## src/rtl/core/txc_pkg.sv

```systemverilog
// Package for the text console writer: geometry constants, command codes and word types.
// Used by txc_ctrl and text_console_writer; it depends on nothing.
package txc_pkg;

  localparam int COLUMNS = 80;
  localparam int ROWS    = 50;
  localparam int CELLS   = COLUMNS * ROWS;
  localparam int ADDR_W  = $clog2(CELLS);

  localparam int CELL_W  = 16;
  localparam int COL_W   = 7;
  localparam int ROW_W   = 6;
  localparam int OFF_W   = 12;
  localparam int FUNC_W  = 3;

  localparam logic [FUNC_W-1:0] FN_PUT_CUR = 3'd0;
  localparam logic [FUNC_W-1:0] FN_PUT_POS = 3'd1;
  localparam logic [FUNC_W-1:0] FN_CLEAR   = 3'd2;
  localparam logic [FUNC_W-1:0] FN_SET_CUR = 3'd3;
  localparam logic [FUNC_W-1:0] FN_READ    = 3'd4;

  localparam logic [CELL_W-1:0] FILL_RESET = 16'h0F20;

  typedef struct packed {
    logic [FUNC_W-1:0] func;
    logic [7:0]        color;
    logic [7:0]        character;
    logic [COL_W-1:0]  col;
    logic [ROW_W-1:0]  row;
  } in_word_t;

  typedef struct packed {
    logic [CELL_W-1:0] cell_value;
    logic [OFF_W-1:0]  cursor_offset;
    logic              status;
  } out_word_t;

  typedef struct packed {
    logic              we;
    logic [ADDR_W-1:0] waddr;
    logic [CELL_W-1:0] wdata;
    logic [ADDR_W-1:0] raddr;
  } mem_req_t;

endpackage

```

## src/rtl/core/txc_ctrl.sv

```systemverilog
// Command sequencer of the text console: cursor registers, command decode,
// and the copy/fill walks over the cell store. Depends on txc_pkg.
module txc_ctrl (
  input  logic                       clk_i,
  input  logic                       rst_ni,
  input  logic                       accept_i,
  input  txc_pkg::in_word_t          in_word_i,
  input  logic [txc_pkg::CELL_W-1:0] fill_code_i,
  input  logic [txc_pkg::CELL_W-1:0] rdata_i,
  output txc_pkg::mem_req_t          mem_o,
  output logic                       busy_o,
  output logic                       res_valid_o,
  output txc_pkg::out_word_t         res_o
);

  localparam logic [1:0] ST_IDLE = 2'd0;
  localparam logic [1:0] ST_READ = 2'd1;
  localparam logic [1:0] ST_COPY = 2'd2;
  localparam logic [1:0] ST_FILL = 2'd3;

  localparam int AW = txc_pkg::ADDR_W;
  localparam logic [AW-1:0] LAST_CELL     = AW'(txc_pkg::CELLS - 1);
  localparam logic [AW-1:0] LAST_COPY     = AW'(txc_pkg::CELLS - txc_pkg::COLUMNS - 1);
  localparam logic [AW-1:0] LAST_ROW_BASE = AW'((txc_pkg::ROWS - 1) * txc_pkg::COLUMNS);

  logic [1:0]                 state_q, state_d;
  logic [txc_pkg::COL_W-1:0]  cur_col_q, cur_col_d;
  logic [txc_pkg::ROW_W-1:0]  cur_row_q, cur_row_d;
  logic [AW-1:0]              cur_lin_q, cur_lin_d;
  logic [AW-1:0]              rd_q, rd_d;
  logic [AW-1:0]              wr_q, wr_d;
  logic                       wvld_q, wvld_d;
  logic                       rd_done_q, rd_done_d;

  logic          pos_ok;
  logic [AW-1:0] pos_lin;
  logic          at_row_end;
  logic          at_last_row;
  logic          rd_issue;

  assign pos_ok  = (32'(in_word_i.col) < txc_pkg::COLUMNS) &&
                   (32'(in_word_i.row) < txc_pkg::ROWS);
  assign pos_lin = AW'(32'(in_word_i.row) * txc_pkg::COLUMNS + 32'(in_word_i.col));

  assign at_row_end  = (cur_col_q == txc_pkg::COL_W'(txc_pkg::COLUMNS - 1));
  assign at_last_row = (cur_row_q == txc_pkg::ROW_W'(txc_pkg::ROWS - 1));
  assign rd_issue    = (state_q == ST_COPY) && !rd_done_q;

  assign busy_o = (state_q != ST_IDLE);

  always_comb begin
    state_d     = state_q;
    cur_col_d   = cur_col_q;
    cur_row_d   = cur_row_q;
    cur_lin_d   = cur_lin_q;
    rd_d        = rd_q;
    wr_d        = wr_q;
    wvld_d      = 1'b0;
    rd_done_d   = rd_done_q;
    mem_o       = '0;
    mem_o.raddr = (state_q == ST_COPY) ? rd_q : pos_lin;
    res_valid_o = 1'b0;
    res_o       = '0;
    res_o.cursor_offset = txc_pkg::OFF_W'(cur_lin_q);

    case (state_q)
      ST_IDLE: begin
        if (accept_i) begin
          res_valid_o = 1'b1;
          case (in_word_i.func)
            txc_pkg::FN_PUT_CUR: begin
              mem_o.we    = 1'b1;
              mem_o.waddr = cur_lin_q;
              mem_o.wdata = {in_word_i.color, in_word_i.character};
              if (at_row_end) begin
                cur_col_d = '0;
                if (at_last_row) begin
                  // scroll: cursor parks at the start of the bottom row
                  cur_lin_d = LAST_ROW_BASE;
                  rd_d      = AW'(txc_pkg::COLUMNS);
                  wr_d      = '0;
                  rd_done_d = 1'b0;
                  state_d   = ST_COPY;
                end else begin
                  cur_row_d = cur_row_q + 1'b1;
                  cur_lin_d = cur_lin_q + 1'b1;
                end
              end else begin
                cur_col_d = cur_col_q + 1'b1;
                cur_lin_d = cur_lin_q + 1'b1;
              end
              res_o.cursor_offset = txc_pkg::OFF_W'(cur_lin_d);
            end
            txc_pkg::FN_PUT_POS: begin
              if (pos_ok) begin
                mem_o.we    = 1'b1;
                mem_o.waddr = pos_lin;
                mem_o.wdata = {in_word_i.color, in_word_i.character};
              end else begin
                res_o.status = 1'b1;
              end
            end
            txc_pkg::FN_CLEAR: begin
              cur_col_d = '0;
              cur_row_d = '0;
              cur_lin_d = '0;
              wr_d      = '0;
              state_d   = ST_FILL;
              res_o.cursor_offset = '0;
            end
            txc_pkg::FN_SET_CUR: begin
              if (pos_ok) begin
                cur_col_d = in_word_i.col;
                cur_row_d = in_word_i.row;
                cur_lin_d = pos_lin;
                res_o.cursor_offset = txc_pkg::OFF_W'(pos_lin);
              end else begin
                res_o.status = 1'b1;
              end
            end
            txc_pkg::FN_READ: begin
              if (pos_ok) begin
                // data returns from the store next cycle
                res_valid_o = 1'b0;
                state_d     = ST_READ;
              end else begin
                res_o.status = 1'b1;
              end
            end
            default: begin
            end
          endcase
        end
      end
      ST_READ: begin
        res_valid_o      = 1'b1;
        res_o.cell_value = rdata_i;
        state_d          = ST_IDLE;
      end
      ST_COPY: begin
        if (rd_issue) begin
          rd_d      = rd_q + 1'b1;
          rd_done_d = (rd_q == LAST_CELL);
          wvld_d    = 1'b1;
        end
        if (wvld_q) begin
          mem_o.we    = 1'b1;
          mem_o.waddr = wr_q;
          mem_o.wdata = rdata_i;
          wr_d        = wr_q + 1'b1;
          if (wr_q == LAST_COPY) begin
            state_d = ST_FILL;
          end
        end
      end
      ST_FILL: begin
        mem_o.we    = 1'b1;
        mem_o.waddr = wr_q;
        mem_o.wdata = fill_code_i;
        wr_d        = wr_q + 1'b1;
        if (wr_q == LAST_CELL) begin
          state_d = ST_IDLE;
        end
      end
      default: begin
        state_d = ST_IDLE;
      end
    endcase
  end

  always_ff @(posedge clk_i or negedge rst_ni) begin
    if (!rst_ni) begin
      state_q   <= ST_IDLE;
      cur_col_q <= '0;
      cur_row_q <= '0;
      cur_lin_q <= '0;
      wvld_q    <= 1'b0;
      rd_done_q <= 1'b0;
    end else begin
      state_q   <= state_d;
      cur_col_q <= cur_col_d;
      cur_row_q <= cur_row_d;
      cur_lin_q <= cur_lin_d;
      wvld_q    <= wvld_d;
      rd_done_q <= rd_done_d;
    end
  end

  always_ff @(posedge clk_i) begin
    rd_q <= rd_d;
    wr_q <= wr_d;
  end

endmodule

```

## config.mk

```make
export PLATFORM = sky130hd
export DESIGN_NAME = txc_ctrl
export DESIGN_NICKNAME = d
export VERILOG_FILES = /design/src/rtl/core/txc_pkg.sv /design/src/rtl/core/txc_ctrl.sv
export SDC_FILE = /design/constraint.sdc
export NUM_CORES = 1
export LEC_CHECK = 0
export BUFFER_PORTS_ARGS = -buffer_cell sky130_fd_sc_hd__buf_2
export CAP_MARGIN = 20
export CORE_MARGIN = 10
export CORE_UTILIZATION = 53
export DETAILED_ROUTE_END_ITERATION = 8
export GPL_TIMING_DRIVEN = 0
export PLACE_DENSITY_LB_ADDON = 0.05
export SLEW_MARGIN = 20
export SYNTH_ARGS = -nofsm -noshare
export SYNTH_HDL_FRONTEND = slang
export SYNTH_SLANG_ARGS = --single-unit
```

## constraint.sdc

```tcl
create_clock -name clk_i -period 4.66 [get_ports clk_i]
set_clock_uncertainty 0.05 [all_clocks]
set_input_delay 0.932 -clock clk_i [delete_from_list [all_inputs] [get_ports clk_i]]
set_output_delay 0.932 -clock clk_i [all_outputs]
set_load 0.03 [all_outputs]
```

==> summary by stage, run 1 <==
Global routing
Entering global routing, the biggest net connects 30 pins. The number of global-route vias before repair is 4776. The initial antenna violation count is 0.

After global routing the overflow that remains totals 0. Global routing used 22.9% of the available tracks across all layers. The global-route wire length before repair is 24200 um.

Yosys
The count of warnings emitted by yosys is 0. Counting flops and latches in the post-synthesis netlist gives 53. The synthesized area is 4450 um^2. Counting every net in the synthesized netlist gives 632. The average instance in the mapped netlist occupies 8.15 um^2.

Summed over all instances, the cell type with the most area after synthesis is sky130_fd_sc_hd__dfrtp_1. Of the synthesized area, sequential elements account for 32.5%. In the post-synthesis netlist, the biggest area contributors are sky130_fd_sc_hd__dfrtp_1, sky130_fd_sc_hd__edfxtp_1, sky130_fd_sc_hd__o21ai_0.

Counting distinct cell types in the post-synthesis netlist gives 63. The share of flip-flops with an asynchronous set or reset after synthesis is 54.7%. The synthesized design contains 24 enable-type register cells.

The commonest register cell after synthesis is sky130_fd_sc_hd__dfrtp_1. The proportion of netlist area held by the largest area contributor is 16.3%. Synthesis produced a netlist whose cell count is roughly 550.

Floorplan
The die covers roughly 12000 um^2. The x dimension of the die is 112 um. The overall die height is between 100 and 150 um. The area inside the core boundary is 8180 um^2.

Once the floorplan was initialized, standard cells occupied 54.4% of the core. The I/O pin count is around 140. The number of cell rows is 33.

Setup path
The worst register-to-register path begins at cur_col_q[0]. The reg-to-reg critical path endpoint is wr_q[2]. Setup slack on the worst reg-to-reg path comes out at 1.71 ns. The number of buffers and inverters on the critical path is 3. The required time reported for the critical path endpoint is 3.68 ns.

For this run, the slowest stage of the critical path takes 0.46 ns. The kind of capture point of the worst setup path is a primary output. The path type of the worst setup path is input pin to primary output. The kind of launch point of the worst setup path is an input pin. STA puts the critical path data arrival time at 3.50 ns. The kind of cell with the highest combined delay on the critical path is adder cells. For the worst flop-to-flop path, the logic depth is 6. Of all nets on the critical path, the largest fanout is 5.

The cell at the slowest stage of the critical path is sky130_fd_sc_hd__fa_1. The critical path goes through buf_2 -> ha_1 -> ha_1 -> inv_1 -> fa_1 -> nor4b_2 -> nor4b_2 -> xnor2_1 -> o21ai_0 -> buf_2.

STA
The max-slew violation count is 0. Setup violations remaining at the end of the flow were counted as 0. Summed over all failing endpoints, the final setup total negative slack is 0 ns.

Static timing analysis puts the maximum clock frequency at 223 MHz. The clock period minus worst slack is roughly 4.5 ns. The number of failing hold endpoints at the final stage is 0. The transition time at the pin with the least slew margin is 1.02 ns. Setup repair after global routing left no endpoint under its margin.

The worst slew margin relative to its limit is 31.8%. The worst path uses 96.1% of the clock period. The tightest hold path in the finished design has a slack of 0.444 ns.

Place
In this run the cell area measured after placement is 5280 um^2. In this run the tool buffered the top-level ports with 138 buffer cells. The wire-length estimate of the detail-placed layout is 11900 um. The final weighted congestion in routability-driven placement is 0.945.

Clock tree
The clock sink count is 53. The depth of the CTS H-tree is 2. Clock-pin slew was measured on the worst setup and hold paths at 0.12 ns. The maximum clock insertion buffer count is 2. Clock tree synthesis inserted a total of 5 buffers. The post-cts hold buffer count is 0. TritonCTS built the clock tree.

The tree is rooted in a sky130_fd_sc_hd__clkbuf_8. The clock latency reported for the late side of the worst-skew pair is 0.33 ns.

Status
The flow ran to the end, and the final reports show no timing, DRC or antenna violations.

Detailed routing
The detailed-route wire length per cell is 18.8 um. Before antenna repair, the detailed router went through 6 iterations. The final route contains 4916 vias. The routed metal-1 wirelength is 6280 um. After detailed routing, the met2 layer carries approximately 7200 um of wire.

For this run, design rule violations remaining after detail routing come to 0. The number of routed nets with antenna violations is 0. The number of DRC markers in iteration 0 is 456. The via density per instance is between 6 and 7. Wire segments on met3 add up to around 1400 um in the final route. After detailed routing, the total wire length is approximately 15000 um. The highest metal layer carrying signal wires in the routed design is met4.

Min path
The end of the worst hold path is wvld_q. Counting instances, the worst hold path has a depth of 1. The worst hold path begins at rd_done_q. The tightest min-delay check is of the flip-flop to flip-flop type.

Pwr
The power density over the cells is 462 nW/um^2. The share of total power dissipated in the clock network is 12.0%. For this design the total switching power over the nets is 0.00128 W. Per report_power, the sequential group accounts for 32.5% of the total. VDD sags by at most 0.352 mV. The logic gate share of total power is about 56%.

Internal power comes to 0.00121 W. Net switching is around 50% of the power. Summed over all cells, the static leakage comes to 2.41 nW.

Layout
In the final layout, the share of cells above drive strength 1 is 25.0%. For this run, the post-layout net count is 778. The synthesis-to-finish area growth is 21.1%. The repair_antennas step left the layout with diodes totalling 0. The final core area utilization is 65.9%. Counting the fill cells in the layout gives 750. Once layout is done, the placed cells without fillers occupy 5390 um^2.

Flow run
Across the run, the number of max-cap violations was 0.
## cells by family after synthesis
| group | synth area share [%] |
|---|---|
| mux | 0.253 |
| xor+xnor | 4.33 |
| buf+inv | 5.54 |
| compound gates | 25.0 |
| fa+ha+maj | 5.68 |
| flops | 32.5 |
| simple gates | 26.7 |
## repair_timing
action,CTS,global route
buffers inserted,0,0
endpoints found under the setup margin,2,3
gates resized for setup,1,2
## layout by cell type, fill, tap and decap left out, types with 6 or more instances in the layout
cell and n:
sky130_fd_sc_hd__a21oi_1 25, sky130_fd_sc_hd__a222oi_1 17, sky130_fd_sc_hd__a22oi_1 16, sky130_fd_sc_hd__and2_1 29
sky130_fd_sc_hd__and3_1 7, sky130_fd_sc_hd__buf_2 143, sky130_fd_sc_hd__clkbuf_1 24, sky130_fd_sc_hd__dfrtp_1 29
sky130_fd_sc_hd__edfxtp_1 24, sky130_fd_sc_hd__ha_1 17, sky130_fd_sc_hd__inv_1 28, sky130_fd_sc_hd__nand2_1 65
sky130_fd_sc_hd__nand3_1 18, sky130_fd_sc_hd__nor2_1 42, sky130_fd_sc_hd__nor2b_1 7, sky130_fd_sc_hd__nor3_1 17
sky130_fd_sc_hd__o21ai_0 55, sky130_fd_sc_hd__o311ai_1 6, sky130_fd_sc_hd__or3_1 6, sky130_fd_sc_hd__xnor2_1 10
sky130_fd_sc_hd__xor2_1 12
## per-stage QoR
stage                     power [W]  instances  worst slack (ns)
after global placement      0.00215        789           -0.0243
after floorplan             0.00175        546             0.155
after global routing        0.00265        798            0.0369
final                       0.00249        798             0.180
after detailed placement    0.00219        790           -0.0876
after CTS                   0.00249        798           0.00190
## worst register-to-register path: cells and delay by family, from the launching register on
family                   cells  cell delay [ns]
flip-flops                   1             0.40
AO/OA/AOI/OAI                1             0.08
AND/OR/NAND/NOR              4             1.85
adder cells (fa/ha/maj)      1             0.21
## state kept, by name (all words and copies together), names as in the netlist
| name | flops |
|---|---|
| cur_lin_q | 12 |
| rd_q | 12 |
| wr_q | 12 |
| cur_col_q | 7 |
| cur_row_q | 6 |
| state_q | 2 |
| rd_done_q | 1 |
| wvld_q | 1 |
## layer usage
layer	track usage, %	up-vias
met4	6.08	0
met3	5.74	21
met5	0	-
li1	-	2310
met1	28.4	2332
met2	38.5	253
## power groups by stage
stage	registers, W	clock network (W)	logic, W
floorplan	0.000760	0	0.000993
global placement	0.000808	0	0.00134
detailed placement	0.000813	0	0.00138
CTS	0.000804	0.000301	0.00138
global route	0.000830	0.000319	0.00150
finish	0.000809	0.000298	0.00138
## area by class of cell
cell class	instances	area, um^2	area share [%]
buffer	32	141	2.62
clock buffer	5	68.8	1.28
timing repair buffer	139	698	13.0
multi-input combinational	433	2770	51.4
tap	105	131	2.44
inverter	28	105	1.95
clock inverter	3	28.8	0.534
sequential	53	1450	26.8
## Yosys cell counts (2+ instances only)
cell,n
sky130_fd_sc_hd__a21o_1,2
sky130_fd_sc_hd__and4_1,3
sky130_fd_sc_hd__nand4_1,5
sky130_fd_sc_hd__a222oi_1,17
sky130_fd_sc_hd__buf_2,5
sky130_fd_sc_hd__a32oi_1,3
sky130_fd_sc_hd__nor4b_1,2
sky130_fd_sc_hd__and3_1,7
sky130_fd_sc_hd__buf_6,2
sky130_fd_sc_hd__o21a_1,2
sky130_fd_sc_hd__a21oi_1,25
sky130_fd_sc_hd__a211oi_1,4
sky130_fd_sc_hd__clkbuf_1,24
sky130_fd_sc_hd__o21ai_1,3
sky130_fd_sc_hd__o221ai_1,3
sky130_fd_sc_hd__nor2_1,42
sky130_fd_sc_hd__nor3_1,17
sky130_fd_sc_hd__a221o_1,4
sky130_fd_sc_hd__or3_1,6
sky130_fd_sc_hd__nand3_1,18
sky130_fd_sc_hd__ha_1,17
sky130_fd_sc_hd__dfrtp_1,29
sky130_fd_sc_hd__edfxtp_1,24
sky130_fd_sc_hd__or2_2,5
sky130_fd_sc_hd__o21ai_0,57
sky130_fd_sc_hd__nor4_1,3
sky130_fd_sc_hd__o311ai_0,2
sky130_fd_sc_hd__nand2_1,65
sky130_fd_sc_hd__inv_1,28
sky130_fd_sc_hd__xor2_1,12
sky130_fd_sc_hd__xnor2_1,10
sky130_fd_sc_hd__fa_1,2
sky130_fd_sc_hd__a21boi_0,4
sky130_fd_sc_hd__a2bb2oi_1,2
sky130_fd_sc_hd__nand2b_1,5
sky130_fd_sc_hd__nor2b_1,7
sky130_fd_sc_hd__a31oi_1,4
sky130_fd_sc_hd__and2_1,29
sky130_fd_sc_hd__or3b_4,2
sky130_fd_sc_hd__a22oi_1,16
sky130_fd_sc_hd__o22ai_1,2
sky130_fd_sc_hd__o311ai_1,6
## worst max-delay path by stage
stage                 startpoint         to  slack, ns  cells past startpoint
finish              in_word_i[1]  res_o[12]       0.18                     10
global route        in_word_i[1]  res_o[12]       0.04                     10
CTS                 in_word_i[1]  mem_o[39]      0.002                     10
detailed placement  in_word_i[1]  mem_o[39]      -0.09                     10
global placement    in_word_i[1]  mem_o[39]      -0.02                     10
floorplan           in_word_i[1]  res_o[12]       0.16                      8
Power figures use the tool's default switching activity.
==> inputs of run 2 (changes only) <==
- CORE_ASPECT_RATIO: not set -> 1.75
- CTS_CLUSTER_DIAMETER: not set -> 60
==> summary by stage, run 2 (synthesis results as in run 1) <==
Setup path
The kind of launch point of the worst setup path is an input pin (unchanged). Cell-by-cell trace of the critical path: buf_2 -> ha_1 -> ha_1 -> inv_1 -> fa_1 -> nor4b_4 -> nor4b_4 -> xnor2_1 -> o21ai_0 -> buf_2 (was buf_2 -> ha_1 -> ha_1 -> inv_1 -> fa_1 -> nor4b_2 -> nor4b_2 -> xnor2_1 -> o21ai_0 -> buf_2). The start of the worst register-to-register path is cur_col_q[0] (unchanged).

The required time reported for the critical path endpoint is 3.68 ns (about the same). The reg-to-reg critical path endpoint is wr_q[4] (was wr_q[2]). The kind of capture point of the worst setup path is a primary output (unchanged). The stage delay of the slowest cell on the critical path is 0.50 ns (was 0.46 ns).

The critical path arrival was 3.58 ns (was 3.50 ns). The number of cells on the worst reg-to-reg path is 6 (unchanged). The highest net fanout along the worst path came to 5 (unchanged). The cell at the slowest stage of the critical path is sky130_fd_sc_hd__fa_1 (unchanged). The worst-case register-to-register setup slack is 1.70 ns (was 1.71 ns). The worst setup path endpoint is mem_o[39] (was res_o[12]).

The origin of the worst setup path was in_word_i[1] (unchanged). The path type of the worst setup path is input pin to primary output (unchanged).

Floorplan
The I/O pin count is 139 (unchanged). The overall die height is 141 um (was 112 um). The number of cell rows is 44 (was 33). The initial core utilization was 53.9% (was 54.4%).

The area of the die is 12600 um^2 (was 12500 um^2). The area inside the core boundary came to 8260 um^2 (was 8180 um^2). The x dimension of the die was 89.3 um (was 112 um).

Layout
The flip-flop and latch area came to 1450 um^2 (unchanged). The leading cell type in the layout, fill and taps excluded is sky130_fd_sc_hd__buf_2 (unchanged). Registers with the most flip-flops: cur_lin_q: 12 flops, rd_q: 12 flops, wr_q: 12 flops (unchanged). The antenna cell count is 0 (unchanged). The synthesis-to-finish area growth is 22.7% (was 21.1%).

The net count reported at finish came to 778 (unchanged). Top library cells by usage in the layout, fill and taps aside: sky130_fd_sc_hd__buf_2, sky130_fd_sc_hd__nand2_1, sky130_fd_sc_hd__o21ai_0, sky130_fd_sc_hd__nor2_1 (unchanged). The filler cell count in the final layout is 762 (was 750).

The multi-input gate area in the final layout is 2790 um^2 (was 2770 um^2). The non-filler instance count after layout came to 785 (was 798). The layout cell share with drive strength beyond 1 came to 24.8% (was 25.0%). The final core area utilization came to 66.1% (was 65.9%).

Clock tree
The clock root buffer master is sky130_fd_sc_hd__clkbuf_16 (was sky130_fd_sc_hd__clkbuf_8). The total clock buffers created by CTS is 5 (unchanged). The post-cts hold buffer count is 0 (unchanged). The clock sink count came to 53 (unchanged). The count of buffers added by post-CTS timing repair for setup was 0 (unchanged). The maximum clock insertion buffer count came to 2 (unchanged). The depth of the CTS H-tree is 2 (unchanged). The TritonCTS clock tree is built (unchanged).

The clock latency reported for the late side of the worst-skew pair is 0.30 ns (was 0.33 ns). The CTS clock-pin slew for the worst setup and hold paths came to 0.07 ns (was 0.12 ns).

STA
The timing-limited maximum frequency was 219 MHz (was 223 MHz). The final critical-path share of the clock period came to 97.9% (was 96.1%). The final setup violation count is 0 (unchanged). The worst slew margin relative to its limit is 32.2% (was 31.8%). The number of failing hold endpoints at the final stage is 0 (unchanged). RSZ-0062 raised after global routing: no (unchanged). The max-slew violation count is 0 (unchanged). The transition time at the pin with the least slew margin came to 1.01 ns (was 1.02 ns).

The hold slack is 0.405 ns (was 0.444 ns). The worst-case setup margin in the final layout is 0.0959 ns (was 0.180 ns). The clock period minus worst slack is 4.56 ns (was 4.48 ns).

Place
The detailed-placement wirelength estimate was 12300 um (was 11900 um). The final weighted congestion in routability-driven placement is 0.953 (was 0.945). The number of cells after detailed placement was 777 (was 790).

The setup slack after placement is -0.110 ns (was -0.0876 ns). The port buffer count is 138 (unchanged).

Global routing
The global route total overflow was 0 (unchanged). The largest net degree at the start of global routing is 30 (unchanged). The global-route wire length before repair is 23800 um (was 24200 um). The initial antenna violation count came to 0 (unchanged). The number of global-route vias before repair is 4797 (was 4776). The all-layer global routing usage is 23.6% (was 22.9%).

Detailed routing
The via density per instance is 6.24 (was 6.16). The wire length reported by the detailed router came to 15400 um (was 15000 um). The number of routed nets with antenna violations was 0 (unchanged). The number of DRC markers in iteration 0 is 432 (was 456). The number of DRC violations after detailed routing was 0 (unchanged). The total number of vias is 4897 (was 4916). The detailed-route wire length per cell was 19.7 um (was 18.8 um). The number of search-and-repair iterations in the first detailed-routing pass was 8 (was 6).

Pwr
The power density over the cells is 483 nW/um^2 (was 462 nW/um^2). The post-layout total power is 0.00264 W (was 0.00249 W). The leakage power of the design came to 2.45 nW (was 2.41 nW). The worst vdd rail ir drop was 0.329 mV (was 0.352 mV).

Flow run
The reported max-cap violation count is 0 (unchanged).

Status
Status: finished clean (unchanged).

Min path
The worst hold-check path type is flip-flop to flip-flop (unchanged).
run 2: cell types whose count changed in the layout (fill, tap and decap cells not counted):
cell                        delta
sky130_fd_sc_hd__inv_6         -1
sky130_fd_sc_hd__nor4b_2       -2
sky130_fd_sc_hd__nor4b_4       +2
sky130_fd_sc_hd__clkbuf_1      +1
sky130_fd_sc_hd__o21ai_0       +1
sky130_fd_sc_hd__bufinv_16     +1
sky130_fd_sc_hd__inv_8         -1
sky130_fd_sc_hd__o21ai_1       -1
sky130_fd_sc_hd__clkbuf_16     +5
sky130_fd_sc_hd__clkbuf_8      -5
run 2: critical path: cells and delay by family:
kind | cells | cell delay, ns
adders and majority gates | 3 | 1.03
and+or+nand+nor | 2 | 0.66
buffers and inverters | 3 | 0.47
AOI/OAI and AO/OA | 1 | 0.27
xor gates and xnor gates | 1 | 0.23
run 2: through the flow:
| step | TNS (ns) | area [um^2] |
|---|---|---|
| floorplan | 0 | 4450 |
| global placement | -0.0155 | 5250 |
| detailed placement | -0.226 | 5260 |
| CTS | 0 | 5440 |
| global route | 0 | 5460 |
| finish | 0 | 5460 |
run 2: layout make-up:
cell class	count	share of cell area [%]
multi-input cells	433	51.0
flip-flops and latches	53	26.5
repair buffers	139	12.8
plain buffers	32	2.59
clock buffers	6	2.36
well taps	92	2.11
inverters	28	1.93
clock inverters	2	0.711
run 2: per-layer routing:
metal  track usage [%]  part of all wire (%)  vias up
met5                 0                     0        -
met4              12.8                   4.8        0
met3              3.52                   6.9       48
met2              42.2                    52      233
met1              25.3                    37     2299
li1                  -                     -     2317
run 2: how the worst min path moves through the flow:
stage	end	cells past startpoint	slack, ns	from
6_report	wvld_q	1	0.41	rd_done_q
2_1_floorplan	wvld_q	1	0.37	rd_done_q
3_5_place_dp	wvld_q	1	0.40	rd_done_q
4_1_cts	wvld_q	1	0.41	rd_done_q
3_3_place_gp	wvld_q	1	0.39	rd_done_q
5_1_grt	wvld_q	1	0.43	rd_done_q
run 2: where the power goes:
part / switching, W / internal (W)
Combinational: 0.000938 / 0.000458
Clock: 0.000176 / 0.000255
Sequential: 0.000164 / 0.000646
Total: 0.00128 / 0.00136
run 2: repair_timing:
item | in CTS | in global routing
endpoints found under the setup margin | 3 | 3
resized for setup | 1 | 3
pin swaps | 0 | 0
